$ cat src/hw/rtl/dxt_pkg.sv
`default_nettype none
// ----------------------------------------------------------------------------
// dxt_pkg: shared types and arithmetic for the block texture decoder
// Request structs, queue entry, stage records and constant-divide helpers.
// ----------------------------------------------------------------------------
package dxt_pkg;

  localparam int MAX_DIMENSION_DEF = 4096;
  localparam int IMAGE_DIM_RESET   = 64;
  localparam int CFG_IDX_W         = 2;
  localparam int CFG_DATA_W        = 13;
  localparam int PIX_W             = 12;
  localparam int QUEUE_DEPTH       = 2;

  typedef enum logic [1:0] {
    FMT_DXT1 = 2'd0,
    FMT_DXT3 = 2'd1,
    FMT_DXT5 = 2'd2
  } fmt_t;

  typedef enum logic [CFG_IDX_W-1:0] {
    REG_FORMAT = 2'd0,
    REG_WIDTH  = 2'd1,
    REG_HEIGHT = 2'd2
  } cfg_reg_t;

  typedef struct packed {
    logic [63:0] color_half;
    logic [63:0] alpha_half;
  } in_t;

  typedef struct packed {
    logic [7:0]       red;
    logic [7:0]       green;
    logic [7:0]       blue;
    logic [7:0]       alpha;
    logic [PIX_W-1:0] pixel_x;
    logic [PIX_W-1:0] pixel_y;
    logic             last_of_block;
    logic             last_of_image;
  } out_t;

  // classified block waiting for the back end
  typedef struct packed {
    logic [63:0]      color_half;
    logic [63:0]      alpha_half;
    fmt_t             fmt;
    logic [PIX_W-1:0] base_x;
    logic [PIX_W-1:0] base_y;
    logic [1:0]       ncm1;
    logic [1:0]       nrm1;
    logic             last_img;
  } job_t;

  // expanded endpoints and alpha numerators
  typedef struct packed {
    job_t             job;
    logic [1:0][7:0]  er;
    logic [1:0][7:0]  eg;
    logic [1:0][7:0]  eb;
    logic             punch;
    logic             agt;
    logic [5:0][10:0] num;
  } pre_t;

  // finished lookup tables for one block
  typedef struct packed {
    job_t            job;
    logic [3:0][7:0] cr;
    logic [3:0][7:0] cg;
    logic [3:0][7:0] cb;
    logic            punch;
    logic [7:0][7:0] atab;
  } blk_t;

  // v*255/31
  function automatic logic [7:0] expand5(logic [4:0] v);
    logic [12:0] x;
    logic [26:0] p;
    begin
      x = {v, 8'b0} - 13'(v);
      p = 27'(x) * 27'(8457);
      return p[25:18];
    end
  endfunction

  // v*255/63
  function automatic logic [7:0] expand6(logic [5:0] v);
    logic [13:0] x;
    logic [30:0] p;
    begin
      x = {v, 8'b0} - 14'(v);
      p = 31'(x) * 31'(16645);
      return p[27:20];
    end
  endfunction

  // x/3 for x up to 765
  function automatic logic [7:0] div3(logic [9:0] x);
    logic [20:0] p;
    begin
      p = 21'(x) * 21'(683);
      return p[18:11];
    end
  endfunction

  // x/7 for x up to 1785
  function automatic logic [7:0] div7(logic [10:0] x);
    logic [22:0] p;
    begin
      p = 23'(x) * 23'(2341);
      return p[21:14];
    end
  endfunction

  // x/5 for x up to 1275
  function automatic logic [7:0] div5(logic [10:0] x);
    logic [22:0] p;
    begin
      p = 23'(x) * 23'(3277);
      return p[21:14];
    end
  endfunction

endpackage
`default_nettype wire

$ cat src/hw/rtl/dxt_front.sv
`default_nettype none
// ----------------------------------------------------------------------------
// dxt_front: request intake and block classification
// Holds configuration, tracks the block position and crops edge blocks.
// ----------------------------------------------------------------------------
module dxt_front import dxt_pkg::*; #(
  parameter int MAX_DIMENSION = MAX_DIMENSION_DEF
) (
  input  wire logic                  clk,
  input  wire logic                  rst_n,
  input  wire logic                  cfg_valid,
  input  wire logic [CFG_IDX_W-1:0]  cfg_index,
  input  wire logic [CFG_DATA_W-1:0] cfg_data,
  input  wire logic                  in_valid,
  output      logic                  in_ready,
  input  wire in_t                   in_data,
  input  wire logic                  q_ready,
  output      logic                  q_push,
  output      job_t                  q_job
);

  localparam int DIM_W  = $clog2(MAX_DIMENSION + 1);
  localparam int BW_W   = DIM_W - 1;
  localparam int BLK_L  = $clog2((MAX_DIMENSION + 3) / 4);
  localparam int BLK_W  = (BLK_L > 0) ? BLK_L : 1;
  localparam int CMP_W  = (DIM_W > CFG_DATA_W) ? DIM_W : CFG_DATA_W;
  localparam int XW     = (DIM_W + 1 > PIX_W) ? DIM_W + 1 : PIX_W;
  localparam logic [DIM_W-1:0] DIM_RST = (IMAGE_DIM_RESET > MAX_DIMENSION) ?
      DIM_W'(MAX_DIMENSION) : DIM_W'(IMAGE_DIM_RESET);
  localparam logic [BW_W-1:0]  BLK_RST = BW_W'((int'(DIM_RST) + 3) / 4);

  function automatic logic [DIM_W-1:0] clamp_dim(logic [CFG_DATA_W-1:0] v);
    logic [CMP_W-1:0] x;
    begin
      x = CMP_W'(v);
      if (x == '0) return DIM_W'(1);
      if (x > CMP_W'(MAX_DIMENSION)) return DIM_W'(MAX_DIMENSION);
      return DIM_W'(x);
    end
  endfunction

  function automatic logic [BW_W-1:0] blocks_of(logic [DIM_W-1:0] d);
    logic [DIM_W:0] s;
    begin
      s = {1'b0, d} + (DIM_W+1)'(3);
      return BW_W'(s >> 2);
    end
  endfunction

  fmt_t             fmt_r;
  logic [DIM_W-1:0] w_r, h_r;
  logic [BW_W-1:0]  bw_r, bh_r;
  logic [BLK_W-1:0] col_r, row_r, col_nxt, row_nxt;

  logic [BW_W-1:0]  c, r, c_inc, r_inc;
  logic             c_end, r_end;
  logic [DIM_W-1:0] rem_x, rem_y;
  logic [XW-1:0]    bx, by;
  logic             accept;

  assign in_ready = q_ready;
  assign accept   = in_valid && q_ready;
  assign q_push   = accept;

  always_ff @(posedge clk) begin
    if (!rst_n) begin
      fmt_r <= FMT_DXT1;
      w_r   <= DIM_RST;
      h_r   <= DIM_RST;
      bw_r  <= BLK_RST;
      bh_r  <= BLK_RST;
    end else if (cfg_valid) begin
      case (cfg_index)
        REG_FORMAT: begin
          case (cfg_data[1:0])
            FMT_DXT3: fmt_r <= FMT_DXT3;
            FMT_DXT5: fmt_r <= FMT_DXT5;
            default:  fmt_r <= FMT_DXT1;
          endcase
        end
        REG_WIDTH: begin
          w_r  <= clamp_dim(cfg_data);
          bw_r <= blocks_of(clamp_dim(cfg_data));
        end
        REG_HEIGHT: begin
          h_r  <= clamp_dim(cfg_data);
          bh_r <= blocks_of(clamp_dim(cfg_data));
        end
        default: ;
      endcase
    end
  end

  // position of this block after pulling stale counters back inside the image
  always_comb begin
    if (BW_W'(col_r) >= bw_r) begin
      c = '0;
      r = BW_W'(row_r) + BW_W'(1);
    end else begin
      c = BW_W'(col_r);
      r = BW_W'(row_r);
    end
    if (r >= bh_r) r = '0;
    c_inc   = c + BW_W'(1);
    r_inc   = r + BW_W'(1);
    c_end   = c_inc >= bw_r;
    r_end   = r_inc >= bh_r;
    col_nxt = c_end ? '0 : c_inc[BLK_W-1:0];
    row_nxt = c_end ? (r_end ? '0 : r_inc[BLK_W-1:0]) : r[BLK_W-1:0];
    rem_x   = w_r - DIM_W'({c, 2'b00});
    rem_y   = h_r - DIM_W'({r, 2'b00});
    bx      = XW'({c, 2'b00});
    by      = XW'({r, 2'b00});
  end

  always_comb begin
    q_job.color_half = in_data.color_half;
    q_job.alpha_half = in_data.alpha_half;
    q_job.fmt        = fmt_r;
    q_job.base_x     = bx[PIX_W-1:0];
    q_job.base_y     = by[PIX_W-1:0];
    q_job.ncm1       = (rem_x >= DIM_W'(4)) ? 2'd3 : 2'(rem_x - DIM_W'(1));
    q_job.nrm1       = (rem_y >= DIM_W'(4)) ? 2'd3 : 2'(rem_y - DIM_W'(1));
    q_job.last_img   = c_end && r_end;
  end

  always_ff @(posedge clk) begin
    if (!rst_n) begin
      col_r <= '0;
      row_r <= '0;
    end else if (accept) begin
      col_r <= col_nxt;
      row_r <= row_nxt;
    end
  end

endmodule
`default_nettype wire

$ cat src/hw/rtl/dxt_queue.sv
`default_nettype none
// ----------------------------------------------------------------------------
// dxt_queue: short job queue between front and back
// Register-based FIFO of classified blocks.
// ----------------------------------------------------------------------------
module dxt_queue import dxt_pkg::*; (
  input  wire logic clk,
  input  wire logic rst_n,
  input  wire logic push,
  input  wire job_t push_job,
  output      logic push_ready,
  output      logic pop_valid,
  input  wire logic pop_ready,
  output      job_t pop_job
);

  localparam int PTR_W = (QUEUE_DEPTH > 1) ? $clog2(QUEUE_DEPTH) : 1;
  localparam int CNT_W = $clog2(QUEUE_DEPTH + 1);

  job_t             mem_r [QUEUE_DEPTH];
  logic [PTR_W-1:0] wr_r, rd_r;
  logic [CNT_W-1:0] cnt_r;
  logic             do_push, do_pop;

  assign push_ready = cnt_r != CNT_W'(QUEUE_DEPTH);
  assign pop_valid  = cnt_r != '0;
  assign pop_job    = mem_r[rd_r];
  assign do_push    = push && push_ready;
  assign do_pop     = pop_valid && pop_ready;

  always_ff @(posedge clk) begin
    if (do_push) mem_r[wr_r] <= push_job;
  end

  always_ff @(posedge clk) begin
    if (!rst_n) begin
      wr_r  <= '0;
      rd_r  <= '0;
      cnt_r <= '0;
    end else begin
      if (do_push) wr_r <= (wr_r == PTR_W'(QUEUE_DEPTH - 1)) ? '0 : wr_r + PTR_W'(1);
      if (do_pop)  rd_r <= (rd_r == PTR_W'(QUEUE_DEPTH - 1)) ? '0 : rd_r + PTR_W'(1);
      if (do_push && !do_pop)      cnt_r <= cnt_r + CNT_W'(1);
      else if (do_pop && !do_push) cnt_r <= cnt_r - CNT_W'(1);
    end
  end

endmodule
`default_nettype wire

$ cat src/hw/rtl/dxt_decode.sv
`default_nettype none
// ----------------------------------------------------------------------------
// dxt_decode: two-stage palette builder
// Expands endpoints, then builds colour and alpha tables for each block.
// ----------------------------------------------------------------------------
module dxt_decode import dxt_pkg::*; (
  input  wire logic clk,
  input  wire logic rst_n,
  input  wire logic job_valid,
  output      logic job_ready,
  input  wire job_t job,
  output      logic blk_valid,
  input  wire logic blk_ready,
  output      blk_t blk
);

  pre_t pre_r, pre_nxt;
  blk_t blk_r, blk_nxt;
  logic pre_v_r, blk_v_r;
  logic pre_ready, ld_pre, ld_blk;
  logic [15:0] c0, c1;
  logic [7:0]  a0, a1;

  assign pre_ready = !blk_v_r || blk_ready;
  assign job_ready = !pre_v_r || pre_ready;
  assign ld_pre    = job_valid && job_ready;
  assign ld_blk    = pre_v_r && pre_ready;
  assign blk_valid = blk_v_r;
  assign blk       = blk_r;

  assign c0 = job.color_half[15:0];
  assign c1 = job.color_half[31:16];
  assign a0 = job.alpha_half[7:0];
  assign a1 = job.alpha_half[15:8];

  always_comb begin
    pre_nxt.job   = job;
    pre_nxt.er[0] = expand5(c0[15:11]);
    pre_nxt.eg[0] = expand6(c0[10:5]);
    pre_nxt.eb[0] = expand5(c0[4:0]);
    pre_nxt.er[1] = expand5(c1[15:11]);
    pre_nxt.eg[1] = expand6(c1[10:5]);
    pre_nxt.eb[1] = expand5(c1[4:0]);
    pre_nxt.punch = (job.fmt == FMT_DXT1) && (c0 <= c1);
    pre_nxt.agt   = a0 > a1;
    for (int i = 1; i <= 6; i++) begin
      if (a0 > a1) begin
        pre_nxt.num[i-1] = 11'(7 - i) * 11'(a0) + 11'(i) * 11'(a1);
      end else begin
        pre_nxt.num[i-1] = 11'((5 - i) & 7) * 11'(a0) + 11'(i) * 11'(a1);
      end
    end
  end

  always_comb begin
    blk_nxt.job   = pre_r.job;
    blk_nxt.punch = pre_r.punch;
    blk_nxt.cr[0] = pre_r.er[0];
    blk_nxt.cg[0] = pre_r.eg[0];
    blk_nxt.cb[0] = pre_r.eb[0];
    blk_nxt.cr[1] = pre_r.er[1];
    blk_nxt.cg[1] = pre_r.eg[1];
    blk_nxt.cb[1] = pre_r.eb[1];
    if (pre_r.punch) begin
      blk_nxt.cr[2] = 8'((10'(pre_r.er[0]) + 10'(pre_r.er[1])) >> 1);
      blk_nxt.cg[2] = 8'((10'(pre_r.eg[0]) + 10'(pre_r.eg[1])) >> 1);
      blk_nxt.cb[2] = 8'((10'(pre_r.eb[0]) + 10'(pre_r.eb[1])) >> 1);
      blk_nxt.cr[3] = '0;
      blk_nxt.cg[3] = '0;
      blk_nxt.cb[3] = '0;
    end else begin
      blk_nxt.cr[2] = div3({1'b0, pre_r.er[0], 1'b0} + 10'(pre_r.er[1]));
      blk_nxt.cg[2] = div3({1'b0, pre_r.eg[0], 1'b0} + 10'(pre_r.eg[1]));
      blk_nxt.cb[2] = div3({1'b0, pre_r.eb[0], 1'b0} + 10'(pre_r.eb[1]));
      blk_nxt.cr[3] = div3(10'(pre_r.er[0]) + {1'b0, pre_r.er[1], 1'b0});
      blk_nxt.cg[3] = div3(10'(pre_r.eg[0]) + {1'b0, pre_r.eg[1], 1'b0});
      blk_nxt.cb[3] = div3(10'(pre_r.eb[0]) + {1'b0, pre_r.eb[1], 1'b0});
    end
    blk_nxt.atab[0] = pre_r.job.alpha_half[7:0];
    blk_nxt.atab[1] = pre_r.job.alpha_half[15:8];
    for (int i = 1; i <= 6; i++) begin
      if (pre_r.agt)   blk_nxt.atab[i+1] = div7(pre_r.num[i-1]);
      else if (i <= 4) blk_nxt.atab[i+1] = div5(pre_r.num[i-1]);
      else if (i == 5) blk_nxt.atab[i+1] = 8'd0;
      else             blk_nxt.atab[i+1] = 8'd255;
    end
  end

  always_ff @(posedge clk) begin
    if (ld_pre) pre_r <= pre_nxt;
    if (ld_blk) blk_r <= blk_nxt;
  end

  always_ff @(posedge clk) begin
    if (!rst_n) begin
      pre_v_r <= 1'b0;
      blk_v_r <= 1'b0;
    end else begin
      if (job_ready) pre_v_r <= job_valid;
      if (pre_ready) blk_v_r <= pre_v_r;
    end
  end

endmodule
`default_nettype wire

$ cat src/hw/rtl/dxt_emit.sv
`default_nettype none
// ----------------------------------------------------------------------------
// dxt_emit: texel sequencer and output register
// Emits a block's visible texels, one per cycle unless out_ready stalls.
// ----------------------------------------------------------------------------
module dxt_emit import dxt_pkg::*; (
  input  wire logic clk,
  input  wire logic rst_n,
  input  wire logic blk_valid,
  output      logic blk_ready,
  input  wire blk_t blk,
  output      logic out_valid,
  input  wire logic out_ready,
  output      out_t out_data
);

  blk_t       cur_r;
  logic       busy_r, out_valid_r;
  logic [1:0] cx_r, ry_r;
  out_t       out_r, tex;
  logic       adv, last, ld;
  logic [3:0] t;
  logic [1:0] idx;
  logic [2:0] code;
  logic [3:0] nib;
  logic [31:0] idx_word;
  logic [63:0] a_word;
  logic [47:0] code_word;

  assign adv       = busy_r && (!out_valid_r || out_ready);
  assign last      = (cx_r == cur_r.job.ncm1) && (ry_r == cur_r.job.nrm1);
  assign blk_ready = !busy_r || (adv && last);
  assign ld        = blk_valid && blk_ready;
  assign out_valid = out_valid_r;
  assign out_data  = out_r;

  always_comb begin
    t         = {ry_r, cx_r};
    idx_word  = cur_r.job.color_half[63:32] >> {t, 1'b0};
    idx       = idx_word[1:0];
    a_word    = cur_r.job.alpha_half >> {t, 2'b00};
    nib       = a_word[3:0];
    code_word = cur_r.job.alpha_half[63:16] >> ({1'b0, t, 1'b0} + 6'(t));
    code      = code_word[2:0];
    tex.red   = cur_r.cr[idx];
    tex.green = cur_r.cg[idx];
    tex.blue  = cur_r.cb[idx];
    case (cur_r.job.fmt)
      FMT_DXT3: tex.alpha = {nib, nib};
      FMT_DXT5: tex.alpha = cur_r.atab[code];
      default:  tex.alpha = (cur_r.punch && idx == 2'd3) ? 8'd0 : 8'd255;
    endcase
    tex.pixel_x       = cur_r.job.base_x + PIX_W'(cx_r);
    tex.pixel_y       = cur_r.job.base_y + PIX_W'(ry_r);
    tex.last_of_block = last;
    tex.last_of_image = last && cur_r.job.last_img;
  end

  always_ff @(posedge clk) begin
    if (ld)  cur_r <= blk;
    if (adv) out_r <= tex;
  end

  always_ff @(posedge clk) begin
    if (!rst_n) begin
      busy_r      <= 1'b0;
      out_valid_r <= 1'b0;
      cx_r        <= '0;
      ry_r        <= '0;
    end else begin
      if (adv)            out_valid_r <= 1'b1;
      else if (out_ready) out_valid_r <= 1'b0;
      if (ld) begin
        busy_r <= 1'b1;
        cx_r   <= '0;
        ry_r   <= '0;
      end else if (adv) begin
        if (last) busy_r <= 1'b0;
        if (cx_r == cur_r.job.ncm1) begin
          cx_r <= '0;
          ry_r <= ry_r + 2'd1;
        end else begin
          cx_r <= cx_r + 2'd1;
        end
      end
    end
  end

endmodule
`default_nettype wire

$ cat src/hw/rtl/dxt_block_texture_decoder_unit.sv
`default_nettype none
// ----------------------------------------------------------------------------
// dxt_block_texture_decoder_unit: DXT1/DXT3/DXT5 block decompressor
// Turns compressed 4x4 blocks into cropped RGBA texels with coordinates.
// ----------------------------------------------------------------------------
// Usage
//   in_*  : one request per compressed block, in raster block order.
//   out_* : one request per visible texel, row by row within the block,
//           last_of_block on its final texel, last_of_image on the last
//           texel of the bottom-right block; block position then wraps.
//   cfg_* : format, width and height registers, always ready; write only
//           while the block holds no pending work.
//   Throughput: one texel per cycle while out_ready is high; the
//           single-texel output register and texel sequencer set this.
//   Path: the first texel of a block shows on out_valid after the block
//           passes the queue, two table stages, block and output registers.
//   Reset: synchronous on rst_n; config and control registers take their
//           defaults and the block counters return to the top-left block.
//   Stall: while out_ready is low the texel holds; the table stages and the
//           two-entry queue keep taking blocks until they fill.
// ----------------------------------------------------------------------------
module dxt_block_texture_decoder_unit import dxt_pkg::*; #(
  parameter int MAX_DIMENSION = MAX_DIMENSION_DEF
) (
  input  wire logic                  clk,
  input  wire logic                  rst_n,
  input  wire logic                  cfg_valid,
  output      logic                  cfg_ready,
  input  wire logic [CFG_IDX_W-1:0]  cfg_index,
  input  wire logic [CFG_DATA_W-1:0] cfg_data,
  input  wire logic                  in_valid,
  output      logic                  in_ready,
  input  wire in_t                   in_data,
  output      logic                  out_valid,
  input  wire logic                  out_ready,
  output      out_t                  out_data
);

  logic q_ready, q_push, pop_valid, pop_ready, blk_valid, blk_ready;
  job_t q_job, pop_job;
  blk_t blk;

  assign cfg_ready = 1'b1;

  dxt_front #(.MAX_DIMENSION(MAX_DIMENSION)) u_front (
    .clk, .rst_n, .cfg_valid, .cfg_index, .cfg_data,
    .in_valid, .in_ready, .in_data, .q_ready, .q_push, .q_job
  );

  dxt_queue u_queue (
    .clk, .rst_n, .push(q_push), .push_job(q_job), .push_ready(q_ready),
    .pop_valid, .pop_ready, .pop_job
  );

  dxt_decode u_decode (
    .clk, .rst_n, .job_valid(pop_valid), .job_ready(pop_ready), .job(pop_job),
    .blk_valid, .blk_ready, .blk
  );

  dxt_emit u_emit (
    .clk, .rst_n, .blk_valid, .blk_ready, .blk, .out_valid, .out_ready, .out_data
  );

endmodule
`default_nettype wire

$ cat config.mk
export PLATFORM = sky130hd
export DESIGN_NAME = dxt_block_texture_decoder_unit
export DESIGN_NICKNAME = d
export VERILOG_FILES = /design/src/hw/rtl/dxt_pkg.sv /design/src/hw/rtl/dxt_front.sv /design/src/hw/rtl/dxt_queue.sv /design/src/hw/rtl/dxt_decode.sv /design/src/hw/rtl/dxt_emit.sv /design/src/hw/rtl/dxt_block_texture_decoder_unit.sv
export SDC_FILE = /design/constraint.sdc
export NUM_CORES = 2
export LEC_CHECK = 0
export BUFFER_PORTS_ARGS = -buffer_cell sky130_fd_sc_hd__buf_4
export CAP_MARGIN = 25
export CORE_ASPECT_RATIO = 1.5
export CORE_MARGIN = 1.5
export CORE_UTILIZATION = 40
export CTS_BUF_LIST = sky130_fd_sc_hd__clkbuf_16
export DETAILED_ROUTE_END_ITERATION = 8
export SLEW_MARGIN = 20
export SYNTH_ARGS = -nofsm -noshare
export SYNTH_HDL_FRONTEND = slang
export SYNTH_SLANG_ARGS = --single-unit
$ cat constraint.sdc
create_clock -name clk -period 15.2 [get_ports clk]
set_input_delay 3.04 -clock clk [delete_from_list [all_inputs] [get_ports clk]]
set_output_delay 3.04 -clock clk [all_outputs]
set_load 0.005 [all_outputs]
==> results.py <==
metrics = {
    "setup_path": {
        "critical_path.top_delay_family": "compound AO/OA/AOI/OAI gates",
        "startpoint_type": "flip-flop",
        "crit_path_end": "u_front.row_r[2]",
        "crit_path_end_kind": "flip-flop",
        "path_max_fanout": 22,
        "r2r_start": "u_front.col_r[5]",
        "crit_buf_inv": 1,
        "cp_num_cells": 28,
        "setup.worst_path.start": "u_front.col_r[5]",
        "ff2ff_path_depth": 28,
        "critical_path_class": "flip-flop to flip-flop",
        "crit_slowest_cell": "o31a_1",
        "cp_slowest_stage_delay_ps": 750,
        "rr_endpoint": "u_front.row_r[2]",
        "r2r_setup_slack_ps": 7100,
        "cp.required_ps": 15910,
        "arrival_ps": 8810,
    },
    "cts": {
        "root_buffer": "clkbuf_16",
        "cts_tree": "built",
        "cts_buffers": 131,
        "cts_resized": 0,
        "worstSkewPairLatency_ps": 810,
        "clockBufferDepth": 3,
        "hold_buffers": 0,
        "cts.sinks": 1220,
        "cts.clk_slew.worst_paths_ps": 70,
        "cts_max_level": 4,
        "postCtsSetupRepairBufs": 0,
    },
    "yosys": {
        "ys_seq_elements": 1220,
        "synthCells": 7062,
        "yosys_warnings": 0,
        "synth-edff-count": 1135,
        "ys_types": 89,
        "synth_seq_area_share": 0.4061,
        "ys.flop_type": "edfxtp_1",
        "async_flop_share": 0,
        "synth_area_um2": 88120,
        "syn_avg_cell_area_um2": 12.48,
        "syn-num-nets": 9271,
    },
    "die": {
        "die_height_um": 577.9,
        "dieArea_um2": 223200,
        "start_util": 0.4031,
        "rows": 210,
        "die_width_um": 386.2,
        "ioPinCount": 209,
        "core_um2": 218600,
    },
    "route": {
        "first_pass_iters": 5,
        "wl_met2_um": 105600,
        "vias": 53830,
        "route.detailed.drc": 0,
        "wl_per_cell_um": 19.67,
        "top_layer": "met5",
        "drtAntennaViolNets": 0,
        "via_per_inst": 5.215,
        "wl_met3_um": 7660,
        "first_iter_violations": 2594,
        "finalWirelength_um": 203000,
        "met1Wirelength_um": 83100,
    },
    "layout": {
        "layout-drive-gt1-share": 0.1018,
        "areaGrowthSynthToFinish_pct": 11.02,
        "final_nets": 9559,
        "seqCellArea_um2": 35790,
        "multi_input_area_um2": 48200,
        "fill_cells": 19940,
    },
    "sta": {
        "slew_headroom": 0.2937,
        "finalCritPeriodShare": 0.5326,
        "finalClockSkew_ps": 58.77,
        "worst_slew_pin_slew_ps": 1059,
        "finalSetupTns_ps": 0,
        "rsz0062_at_grt": "no",
        "hold_viol_final": 0,
        "setup_violations": 0,
        "max_freq_ghz": 0.1235,
        "final_max_slew_viol_count": 0,
        "period_needed_ps": 8096,
    },
    "grt": {
        "grtUsageTotal": 0.1857,
        "antenna_found_initial": 9,
        "grt_max_degree": 167,
        "grt_pass1_vias": 57970,
        "overflow": 0,
        "grt_pass1_wl_um": 321000,
    },
    "worst_hold_path": {
        "hp-class": "flip-flop to flip-flop",
        "hold_depth": 0,
    },
    "status": {
        "outcome": "finished clean",
    },
    "placement": {
        "io_buffer_count": 207,
        "place_hpwl_um": 157400,
        "place.gp.congestion": 0.9136,
    },
    "flow_run": {
        "max_cap_violations": 0,
    },
}
[cell type report]
cell class,instances,share of cell area
Antenna cell,4,0.0001023
Sequential cell,1220,0.3659
Clock inverter,106,0.01201
Timing Repair Buffer,265,0.02095
Inverter,989,0.03805
Clock buffer,132,0.03376
Multi-Input combinational cell,4743,0.4927
Tap cell,2862,0.03660
[registers in the layout (all words and copies together), names as in the netlist, 2 cells and up, named ones only]
register	cells
u_decode.blk	268
u_decode.blk_nxt	170
u_decode.pre_r	61
u_emit.cur_r	268
u_emit.cx_r	2
u_emit.out_data	58
u_emit.ry_r	2
u_front.bh_r	12
u_front.bw_r	12
u_front.col_r	10
u_front.fmt_r	2
u_front.h_r	13
u_front.row_r	10
u_front.w_r	13
u_queue.cnt_r	2
u_queue.mem_r	310
[worst reg2reg max path: cells and delay by family (launching register included)]
| family | cells | cell delay (ps) |
|---|---|---|
| compound gates | 15 | 3930 |
| simple gates | 7 | 1840 |
| fa+ha+maj | 4 | 1180 |
| flops | 1 | 460 |
| xor+xnor | 1 | 310 |
| buf+inv | 1 | 270 |
[worst min-delay path by stage]
stage / startpoint / endpoint / slack, ps
after floorplan: u_decode.blk_nxt[10] / u_decode.blk[10] / 400
after global placement: u_decode.blk[291] / u_emit.cur_r[291] / 400
after detailed placement: u_decode.blk_nxt[12] / u_decode.blk[12] / 400
after CTS: u_decode.blk_nxt[296] / u_decode.blk[296] / 380
after global routing: u_decode.blk_nxt[296] / u_decode.blk[296] / 380
final: u_decode.blk_nxt[296] / u_decode.blk[296] / 380
[synth_stat cells, types with 49 or more instances]
cell type | instances | area [um2]
a21oi_1 | 323 | 1617
or3_1 | 49 | 306.5
nor2b_1 | 61 | 381.6
nand2_1 | 263 | 987.2
nand3_1 | 89 | 445.4
edfxtp_1 | 1135 | 34080
ha_1 | 1625 | 20330
clkbuf_1 | 67 | 251.5
dfxtp_1 | 85 | 1702
a21o_1 | 97 | 728.2
xnor2_1 | 260 | 2277
xor2_1 | 133 | 1165
mux4_2 | 91 | 2049
nor2_1 | 254 | 953.4
o21bai_1 | 74 | 555.5
mux2i_1 | 79 | 790.8
nor3_1 | 74 | 370.4
mux2_2 | 124 | 1396
inv_1 | 986 | 3701
o21ai_0 | 171 | 855.8
fa_1 | 436 | 8728
[logic make-up after synthesis]
group,after synthesis,share of synthesized area
simple gates,1006,0.05553
compound gates,974,0.07169
fa+ha+maj,2061,0.3298
flops,1220,0.4061
xor+xnor,393,0.03906
other cells,2,0.00008522
buf+inv,1099,0.04751
mux,307,0.05029
[routing by layer]
layer,vias to the layer above,GRT usage
li1,25930,-
met1,26660,0.2208
met2,912,0.3411
met3,318,0.02495
met4,10,0.06088
met5,-,0
[placed cells by master (no fill, tap or decap), types with 171 or more instances in the layout]
cell type and n:
nor2_1 253, ha_1 1625, a21oi_1 323, nand2_1 263, o21ai_0 171, fa_1 436, inv_1 1001, xnor2_1 260
buf_4 259, edfxtp_1 1135
[stage by stage]
stage	worst slack (ps)	hold slack (ps)	instance area [um2]	instances	util
CTS	7260	376.5	97770	10310	0.4472
global placement	7317	400.3	93270	10070	0.4267
floorplan	4262	400.3	88130	7062	-
global route	6457	379.8	97830	10320	0.4475
finish	7104	380.8	97830	10320	0.4475
detailed placement	7307	404.5	93290	10080	0.4267
Power is left out: the tool's default activity adds up to more than one toggle a clock period on the data nets, which glitch-free logic cannot reach.
